### src/hdl/nsff_pkg.sv
// Package for the NMEA sentence fix filter: character codes, column numbers,
// header patterns, the result record type and the digit pair decoder.
// No dependencies.
package nsff_pkg;

   // Line buffer capacity in bytes and the width of the line byte counter.
   localparam int LINE_CAPACITY = 512;
   localparam int LEN_W         = $clog2(LINE_CAPACITY + 1);
   localparam int LINE_LENGTH_W = 10;

   // Character codes.
   localparam logic [7:0] BYTE_NUL    = 8'h00;
   localparam logic [7:0] BYTE_LF     = 8'h0A;
   localparam logic [7:0] BYTE_SPACE  = 8'h20;
   localparam logic [7:0] BYTE_DOLLAR = 8'h24;
   localparam logic [7:0] BYTE_COMMA  = 8'h2C;
   localparam logic [7:0] BYTE_ZERO   = 8'h30;
   localparam logic [7:0] BYTE_A      = 8'h41;

   // Header patterns, first character in the top byte.
   localparam logic [47:0] HDR_GPRMC = "$GPRMC";
   localparam logic [47:0] HDR_GNRMC = "$GNRMC";
   localparam logic [47:0] HDR_GPGGA = "$GPGGA";
   localparam logic [47:0] HDR_GNGGA = "$GNGGA";
   localparam int          HDR_LEN   = 6;

   // Column numbers counted in commas from the start of the line.
   localparam logic [3:0] COL_HMS   = 4'd1;
   localparam logic [3:0] COL_VALID = 4'd2;
   localparam logic [3:0] COL_TYPE  = 4'd6;
   localparam logic [3:0] COL_YMD   = 4'd9;
   localparam logic [3:0] COL_MAX   = 4'd15;
   localparam logic [2:0] OFFSET_MAX = 3'd7;

   // Digit capture covers six bytes; position six means idle.
   localparam int         CAP_LEN  = 6;
   localparam logic [2:0] CAP_IDLE = 3'd6;

   // Sentence kinds.
   localparam logic [1:0] KIND_OTHER = 2'd0;
   localparam logic [1:0] KIND_GGA   = 2'd1;
   localparam logic [1:0] KIND_RMC   = 2'd2;

   // Configuration register word index.
   localparam logic CSR_SYNC_INTERVAL = 1'b0;

   // One verdict record per finished line.
   typedef struct packed {
      logic [LINE_LENGTH_W-1:0] line_length;
      logic [1:0]               sentence_kind;
      logic                     keep_line;
      logic                     logging_started;
      logic [6:0]               fix_hour;
      logic [6:0]               fix_minute;
      logic [6:0]               fix_second;
      logic [6:0]               fix_day;
      logic [6:0]               fix_month;
      logic [6:0]               fix_year;
      logic                     sync_request;
   } nsff_result_type;

   // Two ASCII digits to their value; anything else gives zero.
   function automatic logic [6:0] digit_pair(input logic [7:0] hi_c, input logic [7:0] lo_c);
      logic [7:0] hi;
      logic [7:0] lo;
      logic [6:0] val;
      hi  = hi_c - BYTE_ZERO;
      lo  = lo_c - BYTE_ZERO;
      val = 7'({hi[3:0], 3'b000}) + 7'({hi[3:0], 1'b0}) + 7'(lo[3:0]);
      if (hi < 8'd10 && lo < 8'd10) begin
         return val;
      end
      return 7'd0;
   endfunction

   // Compare six captured header bytes with a pattern.
   function automatic logic header_is(input logic [5:0][7:0] hdr, input logic [47:0] pat);
      logic match;
      match = 1'b1;
      for (int i = 0; i < HDR_LEN; i++) begin
         if (hdr[i] != pat[47-8*i -: 8]) begin
            match = 1'b0;
         end
      end
      return match;
   endfunction

endpackage

### src/hdl/nsff_line_parser.sv
// Line parser of the NMEA sentence fix filter: running line state, column
// search, digit capture, mode and sync counter, and the verdict per line.
// Depends on nsff_pkg.
module nsff_line_parser
   import nsff_pkg::*;
(
   input  logic            clock,
   input  logic            reset,
   input  logic            step_en,
   input  logic [7:0]      rx_byte,
   input  logic [15:0]     sync_interval,
   output logic            result_valid,
   output nsff_result_type result
);

   // Line state.
   logic [LEN_W-1:0] count_ff, count_in;
   logic [5:0][7:0]  header_ff, header_in;
   logic [3:0]       col_idx_ff, col_idx_in;
   logic             stopped_ff, stopped_in;
   logic [2:0]       col_off_ff, col_off_in;
   logic [7:0]       valid_char_ff, valid_char_in;
   logic [7:0]       type_char_ff, type_char_in;
   logic [5:0][7:0]  time_ff, time_in;
   logic [5:0][7:0]  date_ff, date_in;
   logic [2:0]       cap_pos_ff, cap_pos_in;
   logic             cap_date_ff, cap_date_in;

   // Mode state.
   logic             logging_ff, logging_in;
   logic [15:0]      lines_ff, lines_in;

   // Updated values before the end-of-line clear.
   logic [LEN_W-1:0] count_upd;
   logic [5:0][7:0]  header_upd;
   logic [3:0]       col_idx_upd;
   logic             stopped_upd;
   logic [2:0]       col_off_upd;
   logic [7:0]       valid_char_upd;
   logic [7:0]       type_char_upd;
   logic [5:0][7:0]  time_upd;
   logic [5:0][7:0]  date_upd;
   logic [2:0]       cap_pos_eff, cap_pos_upd;
   logic             cap_date_eff;

   logic             take, line_end, line_full, first_byte, start_log;
   logic [1:0]       kind;
   logic             keep;
   logic [16:0]      lines_next;
   logic             sync;

   // Byte filter: zero bytes and bytes ahead of a leading '$' are dropped.
   assign take = step_en && (rx_byte != BYTE_NUL)
                 && !(count_ff == '0 && rx_byte != BYTE_DOLLAR);

   // Per-byte update of the column search and captures.
   always_comb begin
      count_upd      = count_ff + LEN_W'(1);
      header_upd     = header_ff;
      valid_char_upd = valid_char_ff;
      type_char_upd  = type_char_ff;
      time_upd       = time_ff;
      date_upd       = date_ff;
      col_idx_upd    = col_idx_ff;
      stopped_upd    = stopped_ff;
      col_off_upd    = col_off_ff;
      cap_pos_eff    = cap_pos_ff;
      cap_date_eff   = cap_date_ff;
      cap_pos_upd    = cap_pos_ff;

      for (int i = 0; i < HDR_LEN; i++) begin
         if (count_ff == LEN_W'(i)) begin
            header_upd[i] = rx_byte;
         end
      end

      // First byte of a column that was found.
      first_byte = !stopped_ff && (col_off_ff == 3'd0);
      if (first_byte) begin
         if (col_idx_ff == COL_VALID) begin
            valid_char_upd = rx_byte;
         end else if (col_idx_ff == COL_TYPE) begin
            type_char_upd = rx_byte;
         end else if (col_idx_ff == COL_HMS || col_idx_ff == COL_YMD) begin
            cap_pos_eff  = 3'd0;
            cap_date_eff = (col_idx_ff == COL_YMD);
         end
      end

      // Raw byte capture for the time and date digit pairs.
      if (cap_pos_eff < CAP_IDLE) begin
         for (int i = 0; i < CAP_LEN; i++) begin
            if (cap_pos_eff == 3'(i)) begin
               if (cap_date_eff) begin
                  date_upd[i] = rx_byte;
               end else begin
                  time_upd[i] = rx_byte;
               end
            end
         end
         cap_pos_upd = cap_pos_eff + 3'd1;
      end

      // Comma counting; a control byte or space stops the search.
      if (!stopped_ff) begin
         if (rx_byte == BYTE_COMMA) begin
            if (col_idx_ff < COL_MAX) begin
               col_idx_upd = col_idx_ff + 4'd1;
            end
            col_off_upd = 3'd0;
         end else if (rx_byte <= BYTE_SPACE) begin
            stopped_upd = 1'b1;
         end else if (col_off_ff < OFFSET_MAX) begin
            col_off_upd = col_off_ff + 3'd1;
         end
      end
   end

   assign line_end  = take && (rx_byte == BYTE_LF);
   assign line_full = take && (count_upd >= LEN_W'(LINE_CAPACITY));

   // Verdict for a finished line.
   always_comb begin
      if (header_is(header_upd, HDR_GPGGA) || header_is(header_upd, HDR_GNGGA)) begin
         kind = KIND_GGA;
      end else if (header_is(header_upd, HDR_GPRMC) || header_is(header_upd, HDR_GNRMC)) begin
         kind = KIND_RMC;
      end else begin
         kind = KIND_OTHER;
      end

      case (kind)
         KIND_GGA: keep = (type_char_upd != BYTE_NUL) && (type_char_upd != BYTE_ZERO);
         KIND_RMC: keep = (valid_char_upd == BYTE_A);
         default:  keep = 1'b0;
      endcase

      start_log  = !logging_ff && (kind == KIND_RMC) && (valid_char_upd == BYTE_A);
      lines_next = {1'b0, lines_ff} + 17'd1;
      sync       = logging_ff && (lines_next > {1'b0, sync_interval});
   end

   assign result_valid = line_end;

   always_comb begin
      result                 = '0;
      result.line_length     = LINE_LENGTH_W'(count_upd);
      result.sentence_kind   = kind;
      result.keep_line       = logging_ff && keep;
      result.logging_started = start_log;
      result.sync_request    = sync;
      if (start_log) begin
         result.fix_hour   = digit_pair(time_upd[0], time_upd[1]);
         result.fix_minute = digit_pair(time_upd[2], time_upd[3]);
         result.fix_second = digit_pair(time_upd[4], time_upd[5]);
         result.fix_day    = digit_pair(date_upd[0], date_upd[1]);
         result.fix_month  = digit_pair(date_upd[2], date_upd[3]);
         result.fix_year   = digit_pair(date_upd[4], date_upd[5]);
      end
   end

   // Next line state: hold, update, or clear at line end or a full line.
   always_comb begin
      count_in      = count_ff;
      header_in     = header_ff;
      col_idx_in    = col_idx_ff;
      stopped_in    = stopped_ff;
      col_off_in    = col_off_ff;
      valid_char_in = valid_char_ff;
      type_char_in  = type_char_ff;
      time_in       = time_ff;
      date_in       = date_ff;
      cap_pos_in    = cap_pos_ff;
      cap_date_in   = cap_date_ff;
      if (line_end || line_full) begin
         count_in      = '0;
         header_in     = '0;
         col_idx_in    = 4'd0;
         stopped_in    = 1'b0;
         col_off_in    = 3'd0;
         valid_char_in = BYTE_NUL;
         type_char_in  = BYTE_NUL;
         time_in       = '0;
         date_in       = '0;
         cap_pos_in    = CAP_IDLE;
         cap_date_in   = 1'b0;
      end else if (take) begin
         count_in      = count_upd;
         header_in     = header_upd;
         col_idx_in    = col_idx_upd;
         stopped_in    = stopped_upd;
         col_off_in    = col_off_upd;
         valid_char_in = valid_char_upd;
         type_char_in  = type_char_upd;
         time_in       = time_upd;
         date_in       = date_upd;
         cap_pos_in    = cap_pos_upd;
         cap_date_in   = cap_date_eff;
      end
   end

   // Mode and sync counter move only at a line end.
   always_comb begin
      logging_in = logging_ff;
      lines_in   = lines_ff;
      if (line_end) begin
         if (start_log) begin
            logging_in = 1'b1;
         end
         if (logging_ff) begin
            lines_in = sync ? 16'd0 : lines_next[15:0];
         end
      end
   end

   // State registers.
   always_ff @(posedge clock) begin
      if (reset) begin
         count_ff      <= '0;
         header_ff     <= '0;
         col_idx_ff    <= 4'd0;
         stopped_ff    <= 1'b0;
         col_off_ff    <= 3'd0;
         valid_char_ff <= BYTE_NUL;
         type_char_ff  <= BYTE_NUL;
         time_ff       <= '0;
         date_ff       <= '0;
         cap_pos_ff    <= CAP_IDLE;
         cap_date_ff   <= 1'b0;
         logging_ff    <= 1'b0;
         lines_ff      <= 16'd0;
      end else begin
         count_ff      <= count_in;
         header_ff     <= header_in;
         col_idx_ff    <= col_idx_in;
         stopped_ff    <= stopped_in;
         col_off_ff    <= col_off_in;
         valid_char_ff <= valid_char_in;
         type_char_ff  <= type_char_in;
         time_ff       <= time_in;
         date_ff       <= date_in;
         cap_pos_ff    <= cap_pos_in;
         cap_date_ff   <= cap_date_in;
         logging_ff    <= logging_in;
         lines_ff      <= lines_in;
      end
   end

endmodule

### src/hdl/nmea_sentence_fix_filter_top.sv
// NMEA sentence fix filter, top level: input register, line parser, result
// register and configuration port. Depends on nsff_pkg and nsff_line_parser.
//
// The verdict for a line feed passes the input register, then the result register.
// Throughput: one byte per cycle; the parser stage updates its line state
// in one pass and stalls only while the result register is full and held.
// Reset: synchronous; clears the line state, returns to standby, clears the
// sync counter and sets sync_interval to 90.
module nmea_sentence_fix_filter_top
   import nsff_pkg::*;
(
   input  logic        clock,
   input  logic        reset,
   // Byte stream in.
   input  logic        req_tvalid,
   output logic        req_tready,
   input  logic [7:0]  req_tdata,    // [7:0] rx_byte
   // Verdict records out.
   output logic        rsp_tvalid,
   input  logic        rsp_tready,
   output logic [63:0] rsp_tdata,    // [9:0] line_length, [11:10] sentence_kind,
                                     // [12] keep_line, [13] logging_started,
                                     // [20:14] fix_hour, [27:21] fix_minute,
                                     // [34:28] fix_second, [41:35] fix_day,
                                     // [48:42] fix_month, [55:49] fix_year,
                                     // [56] sync_request, [63:57] zero
   // Configuration port.
   input  logic        csr_psel,
   input  logic        csr_penable,
   input  logic        csr_pwrite,
   input  logic [2:0]  csr_paddr,
   input  logic [31:0] csr_pwdata,
   output logic [31:0] csr_prdata,
   output logic        csr_pready
);

   logic            in_valid_ff, in_valid_in;
   logic [7:0]      in_byte_ff, in_byte_in;
   logic            rsp_valid_ff, rsp_valid_in;
   nsff_result_type rsp_data_ff, rsp_data_in;
   logic [15:0]     sync_interval_ff, sync_interval_in;

   logic            req_take, out_free, advance;
   logic            line_done;
   nsff_result_type line_result;

   // Handshake: the parser stage advances whenever it holds a byte and the result register can load.
   assign out_free   = !rsp_valid_ff || rsp_tready;
   assign advance    = in_valid_ff && out_free;
   assign req_tready = !in_valid_ff || out_free;
   assign req_take   = req_tvalid && req_tready;

   always_comb begin
      in_valid_in = in_valid_ff;
      in_byte_in  = in_byte_ff;
      if (req_take) begin
         in_valid_in = 1'b1;
         in_byte_in  = req_tdata;
      end else if (advance) begin
         in_valid_in = 1'b0;
      end
   end

   nsff_line_parser u_parser (
      .clock         (clock),
      .reset         (reset),
      .step_en       (advance),
      .rx_byte       (in_byte_ff),
      .sync_interval (sync_interval_ff),
      .result_valid  (line_done),
      .result        (line_result)
   );

   // Result register.
   always_comb begin
      rsp_valid_in = rsp_valid_ff;
      rsp_data_in  = rsp_data_ff;
      if (advance && line_done) begin
         rsp_valid_in = 1'b1;
         rsp_data_in  = line_result;
      end else if (rsp_tready) begin
         rsp_valid_in = 1'b0;
      end
   end

   assign rsp_tvalid = rsp_valid_ff;
   assign rsp_tdata  = {7'd0,
                        rsp_data_ff.sync_request,
                        rsp_data_ff.fix_year,
                        rsp_data_ff.fix_month,
                        rsp_data_ff.fix_day,
                        rsp_data_ff.fix_second,
                        rsp_data_ff.fix_minute,
                        rsp_data_ff.fix_hour,
                        rsp_data_ff.logging_started,
                        rsp_data_ff.keep_line,
                        rsp_data_ff.sentence_kind,
                        rsp_data_ff.line_length};

   // Configuration register: one word, written in the access phase.
   assign csr_pready = 1'b1;

   always_comb begin
      sync_interval_in = sync_interval_ff;
      if (csr_psel && csr_penable && csr_pwrite && csr_pready
          && csr_paddr[2] == CSR_SYNC_INTERVAL) begin
         sync_interval_in = csr_pwdata[15:0];
      end
   end

   assign csr_prdata = (csr_paddr[2] == CSR_SYNC_INTERVAL) ?
                       {16'd0, sync_interval_ff} : 32'd0;

   always_ff @(posedge clock) begin
      if (reset) begin
         in_valid_ff      <= 1'b0;
         rsp_valid_ff     <= 1'b0;
         sync_interval_ff <= 16'd90;
      end else begin
         in_valid_ff      <= in_valid_in;
         rsp_valid_ff     <= rsp_valid_in;
         sync_interval_ff <= sync_interval_in;
      end
   end

   // Payload registers.
   always_ff @(posedge clock) begin
      in_byte_ff  <= in_byte_in;
      rsp_data_ff <= rsp_data_in;
   end

endmodule
### config.mk
export PLATFORM = sky130hd
export DESIGN_NAME = nmea_sentence_fix_filter_top
export DESIGN_NICKNAME = d
export VERILOG_FILES = /design/src/hdl/nsff_pkg.sv /design/src/hdl/nsff_line_parser.sv /design/src/hdl/nmea_sentence_fix_filter_top.sv
export SDC_FILE = /design/constraint.sdc
export NUM_CORES = 1
export LEC_CHECK = 0
export ABC_AREA = 0
export BUFFER_PORTS_ARGS = -buffer_cell sky130_fd_sc_hd__buf_2
export CAP_MARGIN = 20
export CORE_MARGIN = 5
export CORE_UTILIZATION = 51
export CTS_CLUSTER_SIZE = 10
export DETAILED_ROUTE_END_ITERATION = 8
export GPL_TIMING_DRIVEN = 0
export PLACE_DENSITY = 0.75
export SLEW_MARGIN = 25
export SYNTH_ARGS = -nofsm -noshare
export SYNTH_HDL_FRONTEND = slang
export SYNTH_HIERARCHICAL = 1
export SYNTH_SLANG_ARGS = --single-unit
### constraint.sdc
create_clock -name clock -period 6.9 [get_ports clock]
set_clock_uncertainty 0.05 [all_clocks]
set_input_delay 0.345 -clock clock [delete_from_list [all_inputs] [get_ports clock]]
set_output_delay 0.345 -clock clock [all_outputs]
set_load 0.1 [all_outputs]
==> impl_results.md <==
* Post-DR vias/cell at 5.52
* Core footprint at 0.0288 sq mm
* Hold_buf cts at 8
* GR Overflow Total at 0
* FF-to-FF path depth at 18
* Worst slack, placed at 1530 ps
* Crit path capture type: flip-flop
* Sink Count at 282
* Unrepaired setup endpoints after global routing: false
* # Post-CTS Setup Buffers at 0
* Final WS setup at 1380 ps
* Clk root buf: clkbuf_16
* Drt pass-1 iters at 7
* Initial Util at 51.7%
* Reg-to-reg endpoint: rsp_tdata[34]
* Tcrit/Tclk final at 80.0%
* Min-Delay Path Class: in -> reg
* Num CTS Buffers at 34
* DP HPWL at about 27 mm
* Top area cells in the synthesized netlist: dfxtp_1, edfxtp_1, mux2i_1
* # diodes at 0
* Commonest non-fill, non-tap cell in the layout: dfxtp_1
* Power Dens Cells at 208 mW/mm^2
* Commonest non-fill, non-tap cells in the layout: dfxtp_1, nor2_1, mux2i_1
* Vias in the first global route at 11500
* Yosys warns at 6
* Worst skew pair latency at roughly 500 ps
* Gr usage total at ~22%
* Avg Cell Area, Syn at about 9.5 sq um
* LEAKAGE at 7.83 nW
* WP data arrival at 5700 ps
* Peak VDD IR at approximately 120 uV
* EDFF count, synth at 65
* Routability cong. at 0.909
* R2R Setup Slk at approximately 1400 ps
* Final hold violations at 0
* Hold Crit Start: req_tvalid
* Die Area at 0.0327 sq mm
* Share of the synthesized area in the top cell type at 29.2%
* Post-synth top flop: dfxtp_1
* Delay-heaviest family, CP: adder cells
* Crit Path Class: reg -> reg
* Max-cap violations at 0
* Max FO, Critical Path at 10
* Worst r2r src: u_parser/col_off_ff[1]
* CTS tree: built
* Hold path depth at 3
* Largest net degree at the start of global routing at 27
* Resize count post-CTS at 0
* Yosys reg bits at between 200 and 300
* Placed cell areas at 0.0160 sq mm
* Slew headroom at 44.5%
* ANT nets after route at 0
* I/O Buffers at 106
* Worst Hold Endpoint: in_valid_ff
* Cells after synthesis at 1560
* Crit path launch type: flip-flop
* Clock buffer depth at 3
* Sequential share of the synthesized area at between 40% and 50%
* Final min period at 5520 ps
* Outcome: finished, final reports clean
* Clock-pin slew of the registers on the worst-case setup and hold paths at 60 ps
* Fraction of registers with async set or reset after synthesis at 0%
* Setup Viol. Count Final at 0
* Tightest Pin Transition at 833 ps
* Initial antenna violation count at 0
* Std-Cell Rows at 62
* F_max at 181 MHz
* DIE WIDTH at 181 microns
* Cell taking the most area after synthesis: dfxtp_1
* Distinct cells, synth at 76
* Design area at 0.0171 sq mm
* Worst hold margin at around 40 ps
* Total Neg Setup Slack at 0 ps
* Max stage delay on crit path at around 520 ps
* Final Util at 59.5%
* Final Max Tran Viols at 0
* Crit path required time at 7080 ps
* H-tree Lvls at 2
* Vias at 11800
* Fraction of layout cells with a size suffix above 1 at 16.2%
* Fin nets at 1868
* DRC at 0
* WL final at 37.3 mm
* Die Y at ~180 microns
* Area growth, synth to finish at 15.1%
* Crit-path slowest cell: fa_1
* # placed instances at 2074
* Initial drt markers at 928
* Critical-path cell list: inv_1 > ha_1 > nor3b_2 > nand3_1 > and2_1 > inv_1 > ha_1 > clkbuf_1 > nand4bb_1 > a31oi_1 > clkbuf_1 > mux2_2 > fa_1 > fa_1 > a21o_1 > a21oi_1 > xnor2_1 > nor3_1
* Netlist Area Pre-Place at approximately 0.015 sq mm
* Fin cells at ~2100
* Fill cell count at 2436
* Wire length per cell at approximately 17 microns
* Boundary pin count at 149
* Tot Pwr at 3.57 mW
* Bufs and invs on worst path at 4
* First-pass GRT wire length at 59.8 mm
[registers in the layout, summed over array words and instances, names as in the netlist, 3 cells and up]
register / cells
u_parser/cap_pos_ff: 3
u_parser/lines_ff: 16
u_parser/time_ff: 48
u_parser/col_idx_ff: 4
u_parser/count_ff: 10
u_parser/date_ff: 48
sync_interval_ff: 16
in_byte_ff: 8
u_parser/valid_char_ff: 8
u_parser/type_char_ff: 8
rsp_tdata: 57
u_parser/col_off_ff: 3
u_parser/header_ff: 48
[worst min-delay path: stages]
cell and delay (ps):
buf_2 100, inv_1 40, a21oi_1 50
[cell families (layout without fill, tap and decap cells)]
| kind of cell | count (synthesis) | after routing | synth area share [%] |
|---|---|---|---|
| compound gates | 192 | 192 | 7.77 |
| xor+xnor | 50 | 50 | 2.94 |
| fa+ha+maj | 84 | 84 | 7.67 |
| buf+inv | 178 | 351 | 6.11 |
| flops | 282 | 282 | 42.3 |
| mux | 180 | 180 | 12.4 |
| other cells | 2 | 24 | 0.0504 |
| simple gates | 592 | 592 | 20.8 |
[cells in the mapped netlist (10+ instances only)]
master / instances
a211oi_1: 13
a21o_1: 15
a21oi_1: 85
and3_1: 13
buf_1: 15
buf_2: 18
buf_4: 29
buf_6: 12
clkbuf_1: 38
dfxtp_1: 217
edfxtp_1: 65
fa_1: 12
ha_1: 72
inv_1: 63
mux2_2: 37
mux2i_1: 143
nand2_1: 111
nand2b_1: 50
nand3_1: 43
nand4_1: 21
nor2_1: 206
nor2_4: 10
nor2b_1: 19
nor3_1: 27
nor3b_1: 11
o21ai_0: 34
xnor2_1: 27
xor2_1: 23
[worst max-delay path by stage]
stage | startpoint | slack [ps] | cells after the start | end
6_report | u_parser/col_off_ff[1] | 1380 | 18 | rsp_tdata[34]
3_5_place_dp | u_parser/col_off_ff[1] | 1530 | 18 | rsp_tdata[34]
4_1_cts | u_parser/col_off_ff[1] | 1480 | 18 | rsp_tdata[34]
3_3_place_gp | in_byte_ff[7] | 670 | 7 | rsp_tdata[14]
5_1_grt | u_parser/col_off_ff[0] | 1020 | 18 | rsp_tdata[34]
2_1_floorplan | rsp_tvalid | 2200 | 7 | rsp_tdata[0]
[layer usage]
layer  up-vias  wire length [microns]  track usage, %
li1       5713                      -               -
met1      5648                  16200            28.7
met2       373                  17800            37.7
met3        82                   2290            3.62
met4         0                   1020            6.93
met5         -                      0               0
[area by class of cell]
type / instances / area [sq um] / area share [%]
multi-input cells: 1122 / 7770 / 45.4
flip-flops and latches: 282 / 6300 / 36.8
clock buffers: 57 / 1020 / 5.96
plain buffers: 114 / 667 / 3.89
repair buffers: 116 / 651 / 3.80
well taps: 384 / 480 / 2.80
inverters: 64 / 243 / 1.42
[power breakdown]
group | internal, mW | total (mW) | switching [mW]
Clock | 1.00 | 1.64 | 0.644
Sequential | 1.69 | 1.70 | 0.00802
Combinational | 0.0532 | 0.227 | 0.174
No activity file was read; power rests on OpenSTA's default activity.
